[src/rtl/cvps_pkg.sv]
package cvps_pkg;

  localparam int MAX_CELLS      = 256;
  localparam int CELLS_PER_DEV  = 16;
  localparam int CNT_W          = $clog2(MAX_CELLS + 2);
  localparam int DEV_W          = 5;
  localparam int IDX_W          = 8;
  localparam int VOLT_W         = 17;
  localparam int RAW_W          = 16;
  localparam int SUM_W          = 25;
  localparam int QDEPTH         = 4;
  localparam int QPTR_W         = $clog2(QDEPTH);
  localparam int QCNT_W         = $clog2(QDEPTH + 1);

  localparam logic signed [VOLT_W-1:0] VOLT_OFFSET = 17'sd10000;
  localparam logic signed [VOLT_W-1:0] MIN_RESET   = 17'sd42767;
  localparam logic signed [VOLT_W-1:0] MAX_RESET   = -17'sd22768;
  localparam logic signed [SUM_W-1:0]  SUM_HI      = 25'sh0FFFFFF;
  localparam logic signed [SUM_W-1:0]  SUM_LO      = 25'sh1000000;
  localparam logic [CNT_W-1:0]         CELLS_SAT   = CNT_W'(MAX_CELLS + 1);
  localparam logic [CNT_W-1:0]         IDX_LIMIT   = CNT_W'(MAX_CELLS - 1);
  localparam logic [DEV_W-1:0]         DEV_RESET   = 5'd1;

  typedef struct packed {
    logic signed [VOLT_W-1:0] volt;
    logic                     last;
  } cvps_item_t;

  typedef struct packed {
    logic full;
    logic nonempty;
  } cvps_qstat_t;

endpackage

[src/rtl/cell_voltage_pack_stats.sv]
// Channel   Handshake              Payload
// in_       in_valid / in_ready    in_raw_code, in_pack_last
// out_      out_valid / out_ready  out_cell_index .. out_pack_valid
// cfg_      cfg_we                 cfg_wdata (device count)
//
// One request per cycle unless the queue is full; results pass the queue and output register.
// The front converts the code and pushes into a four-entry queue; the back
// updates sum, min, max and count and loads the output register.
// in_ready drops only when the queue is full; reset clears queue, totals and
// sets the device count to one.
module cell_voltage_pack_stats
  import cvps_pkg::*;
(
  input  logic                     clk,
  input  logic                     rst_n,
  input  logic                     cfg_we,
  input  logic [DEV_W-1:0]         cfg_wdata,
  input  logic                     in_valid,
  output logic                     in_ready,
  input  logic signed [RAW_W-1:0]  in_raw_code,
  input  logic                     in_pack_last,
  output logic                     out_valid,
  input  logic                     out_ready,
  output logic [IDX_W-1:0]         out_cell_index,
  output logic signed [VOLT_W-1:0] out_cell_voltage,
  output logic                     out_pack_done,
  output logic signed [SUM_W-1:0]  out_pack_sum,
  output logic signed [VOLT_W-1:0] out_pack_min,
  output logic signed [VOLT_W-1:0] out_pack_max,
  output logic                     out_pack_valid
);

  cvps_qstat_t q_stat;
  cvps_item_t  push_item;
  cvps_item_t  head_item;
  logic        q_push;
  logic        q_pop;

  cvps_front u_front (
    .in_valid     (in_valid),
    .in_ready     (in_ready),
    .in_raw_code  (in_raw_code),
    .in_pack_last (in_pack_last),
    .q_stat       (q_stat),
    .q_push       (q_push),
    .q_item       (push_item)
  );

  cvps_queue u_queue (
    .clk       (clk),
    .rst_n     (rst_n),
    .push      (q_push),
    .push_item (push_item),
    .pop       (q_pop),
    .head_item (head_item),
    .stat      (q_stat)
  );

  cvps_back u_back (
    .clk              (clk),
    .rst_n            (rst_n),
    .cfg_we           (cfg_we),
    .cfg_wdata        (cfg_wdata),
    .q_item           (head_item),
    .q_stat           (q_stat),
    .q_pop            (q_pop),
    .out_valid        (out_valid),
    .out_ready        (out_ready),
    .out_cell_index   (out_cell_index),
    .out_cell_voltage (out_cell_voltage),
    .out_pack_done    (out_pack_done),
    .out_pack_sum     (out_pack_sum),
    .out_pack_min     (out_pack_min),
    .out_pack_max     (out_pack_max),
    .out_pack_valid   (out_pack_valid)
  );

endmodule

[src/rtl/cvps_front.sv]
module cvps_front
  import cvps_pkg::*;
(
  input  logic                    in_valid,
  output logic                    in_ready,
  input  logic signed [RAW_W-1:0] in_raw_code,
  input  logic                    in_pack_last,
  input  cvps_qstat_t             q_stat,
  output logic                    q_push,
  output cvps_item_t              q_item
);

  assign in_ready = !q_stat.full;
  assign q_push   = in_valid && !q_stat.full;

  // fold the 1.5 V offset into the code: exact in 150 uV units
  always_comb begin
    q_item.volt = {in_raw_code[RAW_W-1], in_raw_code} + VOLT_OFFSET;
    q_item.last = in_pack_last;
  end

endmodule

[src/rtl/cvps_queue.sv]
module cvps_queue
  import cvps_pkg::*;
(
  input  logic        clk,
  input  logic        rst_n,
  input  logic        push,
  input  cvps_item_t  push_item,
  input  logic        pop,
  output cvps_item_t  head_item,
  output cvps_qstat_t stat
);

  cvps_item_t          mem_r [QDEPTH];
  logic [QPTR_W-1:0]   wr_ptr_r, wr_ptr_nxt;
  logic [QPTR_W-1:0]   rd_ptr_r, rd_ptr_nxt;
  logic [QCNT_W-1:0]   count_r, count_nxt;

  always_comb begin
    wr_ptr_nxt = push ? wr_ptr_r + QPTR_W'(1) : wr_ptr_r;
    rd_ptr_nxt = pop  ? rd_ptr_r + QPTR_W'(1) : rd_ptr_r;
    count_nxt  = count_r + QCNT_W'(push) - QCNT_W'(pop);
  end

  always_ff @(posedge clk) begin
    if (!rst_n) begin
      wr_ptr_r <= '0;
      rd_ptr_r <= '0;
      count_r  <= '0;
    end else begin
      wr_ptr_r <= wr_ptr_nxt;
      rd_ptr_r <= rd_ptr_nxt;
      count_r  <= count_nxt;
    end
  end

  always_ff @(posedge clk) begin
    if (push) begin
      mem_r[wr_ptr_r] <= push_item;
    end
  end

  assign head_item     = mem_r[rd_ptr_r];
  assign stat.full     = (count_r == QCNT_W'(QDEPTH));
  assign stat.nonempty = (count_r != '0);

endmodule

[src/rtl/cvps_back.sv]
module cvps_back
  import cvps_pkg::*;
(
  input  logic                     clk,
  input  logic                     rst_n,
  input  logic                     cfg_we,
  input  logic [DEV_W-1:0]         cfg_wdata,
  input  cvps_item_t               q_item,
  input  cvps_qstat_t              q_stat,
  output logic                     q_pop,
  output logic                     out_valid,
  input  logic                     out_ready,
  output logic [IDX_W-1:0]         out_cell_index,
  output logic signed [VOLT_W-1:0] out_cell_voltage,
  output logic                     out_pack_done,
  output logic signed [SUM_W-1:0]  out_pack_sum,
  output logic signed [VOLT_W-1:0] out_pack_min,
  output logic signed [VOLT_W-1:0] out_pack_max,
  output logic                     out_pack_valid
);

  logic [DEV_W-1:0]         device_count_r;
  logic signed [SUM_W-1:0]  sum_r, sum_nxt;
  logic signed [VOLT_W-1:0] min_r, min_nxt;
  logic signed [VOLT_W-1:0] max_r, max_nxt;
  logic [CNT_W-1:0]         cells_r, cells_nxt;
  logic signed [SUM_W:0]    sum_wide;
  logic [IDX_W-1:0]         idx;
  logic                     match;

  logic                     out_valid_r;
  logic [IDX_W-1:0]         idx_r;
  logic signed [VOLT_W-1:0] volt_r;
  logic                     done_r;
  logic signed [SUM_W-1:0]  psum_r;
  logic signed [VOLT_W-1:0] pmin_r;
  logic signed [VOLT_W-1:0] pmax_r;
  logic                     pvalid_r;

  assign q_pop = q_stat.nonempty && (!out_valid_r || out_ready);

  always_comb begin
    sum_wide = {sum_r[SUM_W-1], sum_r}
             + {{(SUM_W + 1 - VOLT_W){q_item.volt[VOLT_W-1]}}, q_item.volt};
    // clamp on a carry into the guard bit
    if (sum_wide[SUM_W] != sum_wide[SUM_W-1]) begin
      sum_nxt = sum_wide[SUM_W] ? SUM_LO : SUM_HI;
    end else begin
      sum_nxt = sum_wide[SUM_W-1:0];
    end
    min_nxt   = (q_item.volt < min_r) ? q_item.volt : min_r;
    max_nxt   = (q_item.volt > max_r) ? q_item.volt : max_r;
    cells_nxt = (cells_r == CELLS_SAT) ? cells_r : cells_r + CNT_W'(1);
    idx       = (cells_r > IDX_LIMIT) ? IDX_LIMIT[IDX_W-1:0] : cells_r[IDX_W-1:0];
    match     = (cells_nxt == CNT_W'(device_count_r) * CNT_W'(CELLS_PER_DEV));
  end

  always_ff @(posedge clk) begin
    if (!rst_n) begin
      device_count_r <= DEV_RESET;
    end else if (cfg_we) begin
      device_count_r <= cfg_wdata;
    end
  end

  always_ff @(posedge clk) begin
    if (!rst_n) begin
      sum_r   <= '0;
      min_r   <= MIN_RESET;
      max_r   <= MAX_RESET;
      cells_r <= '0;
    end else if (q_pop) begin
      if (q_item.last) begin
        sum_r   <= '0;
        min_r   <= MIN_RESET;
        max_r   <= MAX_RESET;
        cells_r <= '0;
      end else begin
        sum_r   <= sum_nxt;
        min_r   <= min_nxt;
        max_r   <= max_nxt;
        cells_r <= cells_nxt;
      end
    end
  end

  always_ff @(posedge clk) begin
    if (!rst_n) begin
      out_valid_r <= 1'b0;
    end else if (q_pop) begin
      out_valid_r <= 1'b1;
    end else if (out_ready) begin
      out_valid_r <= 1'b0;
    end
  end

  always_ff @(posedge clk) begin
    if (q_pop) begin
      idx_r    <= idx;
      volt_r   <= q_item.volt;
      done_r   <= q_item.last;
      psum_r   <= q_item.last ? sum_nxt : '0;
      pmin_r   <= q_item.last ? min_nxt : '0;
      pmax_r   <= q_item.last ? max_nxt : '0;
      pvalid_r <= q_item.last && match;
    end
  end

  assign out_valid        = out_valid_r;
  assign out_cell_index   = idx_r;
  assign out_cell_voltage = volt_r;
  assign out_pack_done    = done_r;
  assign out_pack_sum     = psum_r;
  assign out_pack_min     = pmin_r;
  assign out_pack_max     = pmax_r;
  assign out_pack_valid   = pvalid_r;

endmodule

[config.mk]
export PLATFORM = sky130hd
export DESIGN_NAME = cell_voltage_pack_stats
export DESIGN_NICKNAME = d
export VERILOG_FILES = /design/src/rtl/cvps_pkg.sv /design/src/rtl/cell_voltage_pack_stats.sv /design/src/rtl/cvps_front.sv /design/src/rtl/cvps_queue.sv /design/src/rtl/cvps_back.sv
export SDC_FILE = /design/constraint.sdc
export NUM_CORES = 1
export LEC_CHECK = 0
export BUFFER_PORTS_ARGS = -buffer_cell sky130_fd_sc_hd__buf_2
export CAP_MARGIN = 15
export CORE_UTILIZATION = 35
export DETAILED_ROUTE_END_ITERATION = 12
export HOLD_SLACK_MARGIN = 0.12
export PLACE_DENSITY_LB_ADDON = 0.3
export SYNTH_ARGS = -nofsm -noshare
export SYNTH_HDL_FRONTEND = slang
export SYNTH_SLANG_ARGS = --single-unit
[constraint.sdc]
create_clock -name clk -period 7.6 [get_ports clk]
set_clock_uncertainty 0.1 [all_clocks]
set_input_delay 2.28 -clock clk [delete_from_list [all_inputs] [get_ports clk]]
set_output_delay 2.28 -clock clk [all_outputs]
set_load 0.01 [all_outputs]
# After elaboration in Yosys (flattened, before gate mapping)
# Memory sizes are Yosys's and may differ from the RTL's. A register that Yosys moved wholly into a read port is not among the register bits.
# Cells that the tools add are included.
[totals]
mem_count = 1
output_inout_bits = 88
ff_bits = 167
in_bits = 27
wordCells = 54
mem_bits_rw = 72
latchBits = 0
romBits = 0
[classes]
reduce_logical = 8
n_addsub = 7
n_bitwise = 0
multipliers = 0
eq_ne = 4
div = 0
shifts = 0
muxes = 15
order_cmp = 3
[mem_list]
columns = ["memory", "depth", "width", "read_ports", "rd_ports_with_merged_regs", "write_ports", "line_no", "rtl"]
rows = [
  ["u_queue.mem_r", 4, 18, 1, 1, 1, "cvps_queue.sv:13", "cvps_item_t mem_r [QDEPTH];"],
]
[ops]
columns = ["cell", "n"]
rows = [
  ["2-to-1 mux 25 bit", 3],
  ["2-to-1 mux 17 bit", 4],
  ["adder 25 x 17 -> 26 bit", 1],
  ["2-to-1 mux 9 bit", 2],
  ["adder 16 x 15 -> 17 bit (second input constant)", 1],
  ["greater-than comparator 17 bit", 1],
  ["less-than comparator 17 bit", 1],
  ["adder 9 x 1 -> 9 bit (second input constant)", 1],
  ["equality test 9 bit", 1],
  ["equality test 9 bit (second input constant)", 1],
  ["greater-than comparator 9 x 8 -> 1 bit (second input constant)", 1],
  ["adder 2 x 1 -> 2 bit (second input constant)", 2],
  ["2-to-1 mux 1 bit", 4],
  ["2-to-1 mux 2 bit", 2],
  ["adder 3 x 1 -> 3 bit", 1],
  ["equality test 3 bit (second input constant)", 1],
  ["logical AND 1 bit", 3],
  ["nonzero test 3 bit", 1],
  ["subtractor 3 x 1 -> 3 bit", 1],
  ["zero test 1 bit", 2],
  ["nonzero test 2 bit", 1],
  ["logical OR 1 bit", 1],
  ["!= test 1 bit", 1],
]

# Logic depth before layout (Yosys ltp)
# Gate-level depths: netlist of the first run.
[depth]
depth_word = 5
ltp_mapped = 15
mapped_depth_nobuf = 13

# Cells and area by module
# A second synthesis of the first run with hierarchy kept.
[hier_totals]
cells_unflattened = 995
area_unflattened_um2 = 11830.1
[by_module_without_submodules]
columns = ["module", "seq_area_each_um2", "area_each_um2", "instances", "cells_per_inst"]
rows = [
  ["cvps_back", 4063.9, 8481.9, 1, 822],
  ["cvps_queue", 2342.2, 3083.0, 1, 137],
  ["cvps_front", 0.0, 265.3, 1, 36],
]

# Worst setup path after synthesis of the first run
# OpenSTA, ideal clock, no wires.
[synth_path]
path_kind = "input -> register"
from = "in out_ready"
to = "reg u_queue.count_r[2]"
arrival_ns = 6.688
required_time_ns = 7.372
n_path_buf = 1
stages = 12
slack_ns = 0.684
cell_sequence = "inv_1 > a21o_1 > inv_1 > clkbuf_1 > ha_1 > inv_1 > ha_1 > inv_1 > fa_1 > xor2_1 > xnor2_1 > nor2_1"
[synth_via]
elab_chain_len = 3
[synth_lines]
columns = ["element", "line_no", "rtl"]
rows = [
  ["from (decl)", "cell_voltage_pack_stats.sv:23", "input logic out_ready,"],
  ["logical OR 1 bit", "cvps_back.sv:40", "assign q_pop = q_stat.nonempty && (!out_valid_r || out_ready);"],
  ["logical AND 1 bit", "cvps_back.sv:40", ""],
  ["via q_pop", "cell_voltage_pack_stats.sv:37", "logic q_pop;"],
  ["subtractor 3 x 1 -> 3 bit", "cvps_queue.sv:21", "count_nxt = count_r + QCNT_W'(push) - QCNT_W'(pop);"],
  ["to (signal assigned)", "cvps_queue.sv:32", "count_r <= count_nxt;"],
  ["to (decl)", "cvps_queue.sv:16", "logic [QCNT_W-1:0] count_r, count_nxt;"],
]
# The timed path passes the listed nets, and every way through them passes these cells.
# A chain may end at the register's enable or synchronous reset.

==> results of run 1 <==
==> layout by cell type, fill, tap and decap left out, types with 17 or more instances in the layout <==
master and count:
buf_2 114, a21o_1 24, inv_1 53, dfxtp_1 83, ha_1 68, nand3_1 46, clkbuf_16 26, xnor2_1 30
a22o_1 18, o21ai_0 37, nand2_1 63, a21oi_1 65, nor2_1 76, edfxtp_1 158, mux4_2 17, o31ai_1 19
==> metal layers <==
| layer | wire [um] | vias up |
|---|---|---|
| met5 | 0 | - |
| met4 | 452 | 0 |
| met3 | 1550 | 33 |
| met2 | 13200 | 174 |
| met1 | 12500 | 3808 |
| li1 | - | 3879 |
==> sequential cells by signal (all words and copies together) (netlist names), 2 cells and up, named ones only <==
register / count
u_back.out_pack_sum: 25
u_back.max_r: 17
u_back.sum_r: 25
u_queue.mem_r: 72
u_queue.rd_ptr_r: 2
u_back.out_cell_index: 8
u_back.out_cell_voltage: 17
u_back.min_r: 17
u_back.cells_r: 9
u_back.device_count_r: 5
u_back.out_pack_max: 17
u_queue.wr_ptr_r: 2
u_back.out_pack_min: 17
u_queue.count_r: 3
==> worst paths after layout <==
check                           cells after the start  slack, ns                to
worst min register to register                      2       0.35  u_back.sum_r[20]
worst max-delay path                               13       2.45   u_back.sum_r[2]
worst max register to register                     13       2.45   u_back.sum_r[2]
worst min-delay path                                2       0.35  u_back.sum_r[20]
==> cells by family after synthesis <==
| group | after synthesis | synth area share |
|---|---|---|
| AO/OA/AOI/OAI | 245 | 0.145 |
| XOR/XNOR | 45 | 0.0343 |
| adder cells (fa/ha/maj) | 70 | 0.0775 |
| buffers and inverters | 102 | 0.0350 |
| flip-flops | 241 | 0.557 |
| multiplexers | 26 | 0.0423 |
| AND/OR/NAND/NOR | 263 | 0.108 |
==> through the flow <==
stage / instances / total power [W] / utilization / hold slack (ns) / setup WS, ns
after global routing: 1553 / 0.00707 / 0.411 / 0.376 / 1.99
after detailed placement: 1507 / 0.00537 / 0.385 / 0.349 / 2.51
after CTS: 1553 / 0.00665 / 0.411 / 0.356 / 2.46
after global placement: 1507 / 0.00535 / 0.385 / 0.344 / 2.64
final: 1554 / 0.00657 / 0.411 / 0.352 / 2.45
after floorplan: 992 / 0.00439 / - / 0.333 / 0.684
==> power groups by stage <==
stage / sequential, W / clock, W / combinational (W)
global route: 0.00224 / 0.00132 / 0.00351
CTS: 0.00220 / 0.00128 / 0.00316
detailed placement: 0.00223 / 0 / 0.00315
floorplan: 0.00232 / 0 / 0.00207
finish: 0.00220 / 0.00124 / 0.00313
global placement: 0.00223 / 0 / 0.00312
==> cell type report <==
| cell class | count | area share |
|---|---|---|
| tap | 442 | 0.0415 |
| sequential | 241 | 0.480 |
| antenna | 1 | 0.000188 |
| inverter | 54 | 0.0154 |
| clock buffer | 31 | 0.0517 |
| multi-input combinational | 649 | 0.353 |
| timing repair buffer | 121 | 0.0467 |
| clock inverter | 15 | 0.0113 |
==> critical path, stage by stage (launching register included) <==
cell and delay (ns):
dfxtp_1 0.99, mux4_2 0.47, ha_1 0.22, inv_1 0.06, fa_1 0.40, nor2b_1 0.16
o31a_2 0.18, a41oi_2 0.21, o211a_1 0.32, a2111o_1 0.45, and2_4 0.18, mux2i_4 0.63
and2b_1 0.50, a221o_1 0.19
==> impl_metrics.csv, run 1 <==
group,metric,value,unit
run_status,status,"finished, final reports clean",
setup_path,crit_path_end_kind,"flip-flop",
synth,synth_most_common_cell,"edfxtp_1",
clock_network,cts.repair.resized,0,
clock_network,cts_made_buffers,25,
pwr,vdd_drop_max,0.196,mV
route,drt_pass1_iterations,5,
clock_network,clk_pin_slew,0.06,ns
grt,met2_usage,0.281,
setup_path,worstPathArrival,5.52,ns
timing,finalSetupTns,0,ns
finish,nets,1189,
route,vias,7894,
grt,antenna_found_initial,1,
clock_network,holdBufCountCts,0,
setup_path,cp.required,7.97,ns
synth,synth.area.top_cells,"edfxtp_1, dfxtp_1, ha_1, mux4_2, a21oi_1",
route,drt_iter0_drc,477,
timing,drv_slew,0,
timing,fmax,194,MHz
finish,finalInstanceArea,13300,um2
setup_path,path_class,"flip-flop to flip-flop",
grt,track_usage,0.167,
route,wl_per_cell,17.8,um
timing,hold_violations,0,
floorplanning,fp.dieArea,33600,um2
grt,grt_pass1_vias,7826,
pwr,p_switching,0.00272,W
synth,ys_async_sr_fraction,0,
floorplanning,die_h,183,um
job,maxCapViolCount,0,
pwr,p_leak,5.34,nW
pwr,p_per_area,493,nW/um2
route,wirelength,27.7,mm
grt,grt.overflow.total,0,
synth,syn_area_per_cell,11.6,um2
setup_path,cp-start-kind,"flip-flop",
pwr,switching_share,0.414,
finish,area_growth,16.0,%
pwr,p_clk_frac,0.189,
finish,drive_above_1_share,0.182,
timing,worst_pin_slew,1.01,ns
clock_network,cts_buffer_depth,3,
finish,fillers,3088,
synth,synth_largest_area_cell,"edfxtp_1",
synth,synth_top_cells_by_count,"edfxtp_1, dfxtp_1, nor2_1, ha_1, a21oi_1",
timing,finalCritPeriodShare,0.677,
floorplanning,core,32500,um2
clock_network,clock-sinks,241,
timing,setup_viol,0,
synth,synth_edf_count,158,
synth,synth_flop_cell,"edfxtp_1",
place,port_buffers,114,
route,antenna_left,0,
clock_network,postCtsSetupBuffers,0,
synth,synth_seq_cells,241,
synth,yosysSeqAreaShare,0.557,
timing,min_period,5.15,ns
floorplanning,start_util,0.354,
finish,ff_latch_area,6410,um2
grt,grt_max_degree,71,
timing,relSlewSlack,0.323,
pwr,pwr-share-seq,0.334,
timing,rsz0062_at_grt,"no",
place,dpl_cell_area,12500,um2
pwr,power.internal,0.00385,W
clock_network,worst_skew_pair.late_latency,0.55,ns
grt,met1_usage,0.223,
clock_network,clock-root-buffer,"clkbuf_16",
grt,grt_use_met3,0.0266,
floorplanning,die_w,183,um
finish,multi_input_area,4700,um2
synth,synth_top_area_share,0.413,
min_path,min-delay-path-class,"flip-flop to flip-flop",
floorplanning,pin_count,115,
pwr,combPwrFrac,0.477,
synth,synth_fp_nets,1089,
setup_path,crit_path_max_fanout,26,
clock_network,cts_htree_levels,1,
place,place_congestion,0.924,
min_path,hp-start,"u_back.sum_r[20]",
clock_network,cts_tree,"built",
synth,synthCells,992,
route,drc,0,
synth,syn_area,11500,um2
grt,grt_pass1_wl,43.7,mm
grt,gr-max-usage-layer,"met2",
synth,yosys.cell_types.count,69,
floorplanning,rows,66,
place,dp_hpwl,18.9,mm
route,vias_per_cell,5.08,
synth,yosysWarnings,0,
No activity file was read; power rests on OpenSTA's default activity.
==> run 2, diff against run 1 <==
Clock period 7.6 ns to 5.2 ns, I/O delays scaled along.
==> run 2 against run 1 <==
Against the previous run: sequential power grew 45%; power grew 50%; largest cell class unchanged; final cell count rose by 1.5%; combinational power increased by 52%; via count rose by 1.7%; first-iteration DRC count up 8.2%; critical path type unchanged; worst hold slack improved by 0.0083 ns.
==> impl_metrics.csv, run 2 (synthesized netlist as in run 1, its figures left out) <==
group,metric,value,unit
run_status,status,"finished, final reports clean",
route,wirelength,27.9,mm
finish,layout_commonest_cell,"edfxtp_1",
timing,min_period,4.57,ns
job,maxCapViolCount,0,
place,port_buffers,114,
pwr,power.internal,0.00588,W
clock_network,clock-sinks,241,
pwr,switching_share,0.404,
route,drc,0,
grt,grt_pass1_wl,43.4,mm
clock_network,cts.repair.resized,0,
floorplanning,core,32500,um2
route,antenna_left,0,
finish,nets,1213,
timing,fmax,219,MHz
finish,final_util,0.418,
floorplanning,fp.dieArea,33600,um2
pwr,combPwrFrac,0.483,
setup_path,worstPathArrival,4.95,ns
timing,setup_viol,0,
clock_network,cts_made_buffers,26,
setup_path,cp.required,5.57,ns
grt,grt.overflow.total,0,
floorplanning,start_util,0.354,
min_path,min-delay-path-class,"flip-flop to flip-flop",
setup_path,crit_path_max_fanout,13,
timing,hold_violations,0,
pwr,p_per_area,727,nW/um2
finish,finalNonFillerCells,1578,
timing,relSlewSlack,0.350,
timing,rsz0062_at_grt,"no",
route,drt_iter0_drc,516,
finish,largest-register,"u_queue.mem_r",
pwr,p_clk_frac,0.195,
clock_network,cts_buffer_depth,3,
setup_path,endpoint,"u_back.sum_r[14]",
route,wl_per_cell,17.7,um
route,drt_pass1_iterations,6,
finish,area_growth,17.9,%
clock_network,cts_tree,"built",
floorplanning,pin_count,115,
timing,drv_slew,0,
grt,antenna_found_initial,1,
setup_path,rr_worst_depth,12,
place,place_congestion,0.881,
place,dp_cells,1530,
grt,grt_pass1_vias,7800,
clock_network,holdBufCountCts,0,
setup_path,cp-start-kind,"flip-flop",
finish,largest_reg_flops,72,
floorplanning,die_h,183,um
finish,drive_above_1_share,0.195,
timing,holdWs,0.360,ns
clock_network,clk_pin_slew,0.06,ns
grt,track_usage,0.166,
timing,worst_pin_slew,0.975,ns
route,vias,8032,
route,vias_per_cell,5.09,
pwr,p_switching,0.00398,W
floorplanning,rows,66,
clock_network,worst_skew_pair.late_latency,0.55,ns
setup_path,reg2reg_to,"u_back.sum_r[14]",
setup_path,crit_path_end_kind,"flip-flop",
pwr,vdd_drop_max,0.259,mV
clock_network,clock-root-buffer,"clkbuf_16",
setup_path,path_class,"flip-flop to flip-flop",
clock_network,cts_htree_levels,1,
pwr,pwr-share-seq,0.323,
finish,mostFrequentLayoutCells,"edfxtp_1, buf_2, dfxtp_1",
pwr,p_leak,5.48,nW
place,dp_hpwl,19.8,mm
clock_network,postCtsSetupBuffers,0,
setup_path,regToRegSetupSlack,0.63,ns
floorplanning,die_w,183,um
timing,finalCritPeriodShare,0.879,
timing,finalSetupTns,0,ns
grt,grt_max_degree,66,
run 2: metrics by stage:
step                total power, W  worst slack [ns]  area (um2)
global route                0.0106             0.314       13600
finish                     0.00986             0.627       13600
CTS                        0.00997             0.643       13600
detailed placement         0.00802             0.665       12700
global placement           0.00798             0.653       12700
floorplan                  0.00639             0.489       11500
run 2: cell type report:
| type | count | area (um2) |
|---|---|---|
| tap | 442 | 553 |
| antenna | 1 | 2.50 |
| timing repair buffer | 144 | 808 |
| sequential | 241 | 6410 |
| multi-input combinational | 649 | 4700 |
| inverter | 54 | 205 |
| clock buffer | 33 | 677 |
| fill | 3108 | 18900 |
| clock inverter | 14 | 206 |
run 2: critical path, stage by stage (launching register included):
cell and delay (ns):
dfxtp_1 0.59, buf_4 0.28, mux4_2 0.44, ha_1 0.43
a21o_1 0.23, a2111oi_0 0.40, nor3_1 0.16, nor2_1 0.23
o211a_1 0.30, nor4_1 0.09, a22oi_1 0.18, nor2b_1 0.79
a221o_1 0.27
run 2: layer usage:
layer	global-route usage	up-vias	wire, um
li1	-	3934	-
met1	0.225	3888	12900
met2	0.274	176	12900
met3	0.0286	34	1520
met4	0.0467	0	591
met5	0	-	0
run 2: power groups by stage:
stage / logic, W / clock network, W / registers, W
after CTS: 0.00482 / 0.00196 / 0.00319
after floorplan: 0.00303 / 0 / 0.00336
after global placement: 0.00475 / 0 / 0.00323
after detailed placement: 0.00480 / 0 / 0.00322
after global routing: 0.00531 / 0.00203 / 0.00324
final: 0.00476 / 0.00192 / 0.00318
run 2: worst min path at each step:
| stage | from | end | cells after the start | slack, ns |
|---|---|---|---|---|
| finish | u_back.sum_r[19] | u_back.sum_r[19] | 2 | 0.36 |
| global route | u_back.sum_r[23] | u_back.sum_r[23] | 1 | 0.39 |
| CTS | u_back.sum_r[19] | u_back.sum_r[19] | 2 | 0.36 |
| detailed placement | u_back.sum_r[16] | u_back.sum_r[16] | 2 | 0.36 |
| global placement | u_back.sum_r[20] | u_back.sum_r[20] | 2 | 0.34 |
| floorplan | u_back.sum_r[10] | u_back.sum_r[10] | 2 | 0.33 |
==> run 3, diff against run 2 <==
Settings changed: HOLD_SLACK_MARGIN 0.12 to 0.08.
Clock period 5.2 ns to 4.6 ns, I/O delays scaled along.
==> run 3 against run 2 <==
Against the previous run: sequential share of layout area rose by 0.11 points; non-clock buffer count up 5; largest power group unchanged; utilization down 0.10 points; clock power increased by 4%; register-to-register slack got worse by 0.22 ns; setup slack got worse by 0.22 ns; routed wire length up 1.2%; combinational power up 14%; final area is 0.24% lower; maximum frequency increased by 9.1%; highest routed layer unchanged.
==> impl_metrics.csv, run 3 (synthesized netlist as in run 1, its figures left out) <==
group,metric,value,unit
setup_path,crit_path_max_fanout,20,
setup_path,reg2reg_to,"u_back.out_pack_sum[0]",
timing,fmax,239,MHz
finish,mostFrequentLayoutCells,"edfxtp_1, buf_2, dfxtp_1",
clock_network,clock-sinks,241,
pwr,power.internal,0.00647,W
min_path,min-delay-path-class,"flip-flop to flip-flop",
clock_network,worst_skew_pair.late_latency,0.54,ns
route,drt_pass1_iterations,4,
floorplanning,die_h,183,um
pwr,vdd_drop_max,0.334,mV
finish,largest_reg_flops,72,
place,place_congestion,0.851,
grt,antenna_found_initial,0,
grt,grt_max_degree,64,
clock_network,clock-root-buffer,"clkbuf_16",
min_path,hold_end,"u_back.sum_r[21]",
pwr,p_clk_frac,0.181,
floorplanning,start_util,0.354,
setup_path,critical_path.max_stage_delay,0.61,ns
timing,holdWs,0.356,ns
route,wl_per_cell,17.8,um
route,vias_per_cell,5.05,
setup_path,cp-start-kind,"flip-flop",
pwr,combPwrFrac,0.492,
floorplanning,rows,66,
setup_path,path_class,"flip-flop to flip-flop",
finish,area_growth,17.6,%
route,drt_iter0_drc,369,
finish,final_util,0.417,
place,port_buffers,114,
setup_path,cp_slowest_cell,"mux4_2",
pwr,p_leak,5.47,nW
pwr,p_switching,0.00454,W
clock_network,cts_htree_levels,1,
timing,min_period,4.19,ns
grt,grt.overflow.total,0,
route,wirelength,28.2,mm
timing,setup_viol,0,
timing,drv_slew,0,
timing,finalSetupTns,0,ns
finish,layout_commonest_cell,"edfxtp_1",
route,antenna_left,0,
place,dp_hpwl,20.0,mm
timing,worst_pin_slew,1.02,ns
min_path,hold-path-cell-count,2,
job,maxCapViolCount,0,
setup_path,rr_worst_depth,13,
finish,largest-register,"u_queue.mem_r",
grt,grt_pass1_wl,44.4,mm
clock_network,cts_buffer_depth,3,
route,vias,7997,
timing,relSlewSlack,0.321,
grt,grt_pass1_vias,7807,
clock_network,cts_made_buffers,27,
run_status,status,"finished, final reports clean",
timing,rsz0062_at_grt,"no",
min_path,hp-start,"u_back.sum_r[21]",
pwr,p_per_area,814,nW/um2
timing,finalCritPeriodShare,0.911,
floorplanning,pin_count,115,
pwr,pwr-share-seq,0.326,
setup_path,cp.required,4.75,ns
grt,track_usage,0.170,
floorplanning,die_w,183,um
floorplanning,core,32500,um2
floorplanning,fp.dieArea,33600,um2
setup_path,regToRegSetupSlack,0.41,ns
finish,nets,1219,
setup_path,crit_path_end_kind,"flip-flop",
setup_path,worstPathArrival,4.34,ns
timing,hold_violations,0,
pwr,total_power,0.0110,W
setup_path,worstPathCellList,"buf_4, mux4_2, ha_1, a211o_1, a2111oi_0, nor3_1, nor2_1, o211a_1, a21boi_1, a22oi_1, buf_4, a21oi_1, nor2_1",
clock_network,cts_tree,"built",
route,drc,0,
finish,drive_above_1_share,0.202,
finish,n_antenna_cell,0,
pwr,switching_share,0.412,
clock_network,clk_pin_slew,0.06,ns
## run 3: repair_timing
| item | 4_1_cts | 5_1_grt |
|---|---|---|
| hold endpoints to repair | 0 | 0 |
| setup buffers | 0 | 3 |
| hold buffers | 0 | 0 |
| endpoints found under the setup margin | 0 | 29 |
| gates resized for setup | 0 | 2 |
## run 3: final cells by class
type,count,area (um2)
Fill cell,3104,18900
Inverter,54,205
Timing Repair Buffer,149,833
Clock buffer,29,683
Multi-Input combinational cell,649,4710
Sequential cell,241,6410
Clock inverter,20,141
Tap cell,442,553
## run 3: critical path, delay by kind of cell (launching register included)
family,cells,cell delay (ns)
AOI/OAI and AO/OA,6,1.61
muxes,1,0.61
buffers and inverters,2,0.48
and+or+nand+nor,3,0.44
DFF,1,0.34
adders and majority gates,1,0.34
## run 3: how the worst max path moves through the flow
stage	slack [ns]	to	cells past startpoint	start
after CTS	0.14	u_back.sum_r[14]	12	flip-flop
final	0.41	u_back.out_pack_sum[0]	13	flip-flop
after global placement	0.32	u_back.sum_r[14]	12	flip-flop
after floorplan	0.07	u_queue.count_r[2]	12	out_ready
after global routing	0.003	u_back.sum_r[14]	12	flip-flop
after detailed placement	0.17	u_back.sum_r[5]	12	flip-flop
## run 3: power by group through the flow
| stage | Sequential [W] | Clock [W] | Combinational, W |
|---|---|---|---|
| 2_1_floorplan | 0.00380 | 0 | 0.00342 |
| 3_3_place_gp | 0.00365 | 0 | 0.00534 |
| 3_5_place_dp | 0.00364 | 0 | 0.00540 |
| 4_1_cts | 0.00360 | 0.00206 | 0.00542 |
| 5_1_grt | 0.00367 | 0.00215 | 0.00601 |
| 6_report | 0.00359 | 0.00200 | 0.00542 |
## run 3: through the flow
step	setup WS, ns	instances	area (um2)
final	0.408	1584	13500
after global routing	0.00259	1584	13500
after CTS	0.142	1581	13500
after detailed placement	0.175	1532	12700
after global placement	0.322	1532	12700
after floorplan	0.0694	992	11500
## run 3: layer usage
layer	global-route usage	vias up	routed length, um
met5	0	-	0
met4	0.0393	0	548
met3	0.0344	35	1660
met2	0.279	196	13000
met1	0.229	3826	13000
li1	-	3940	-
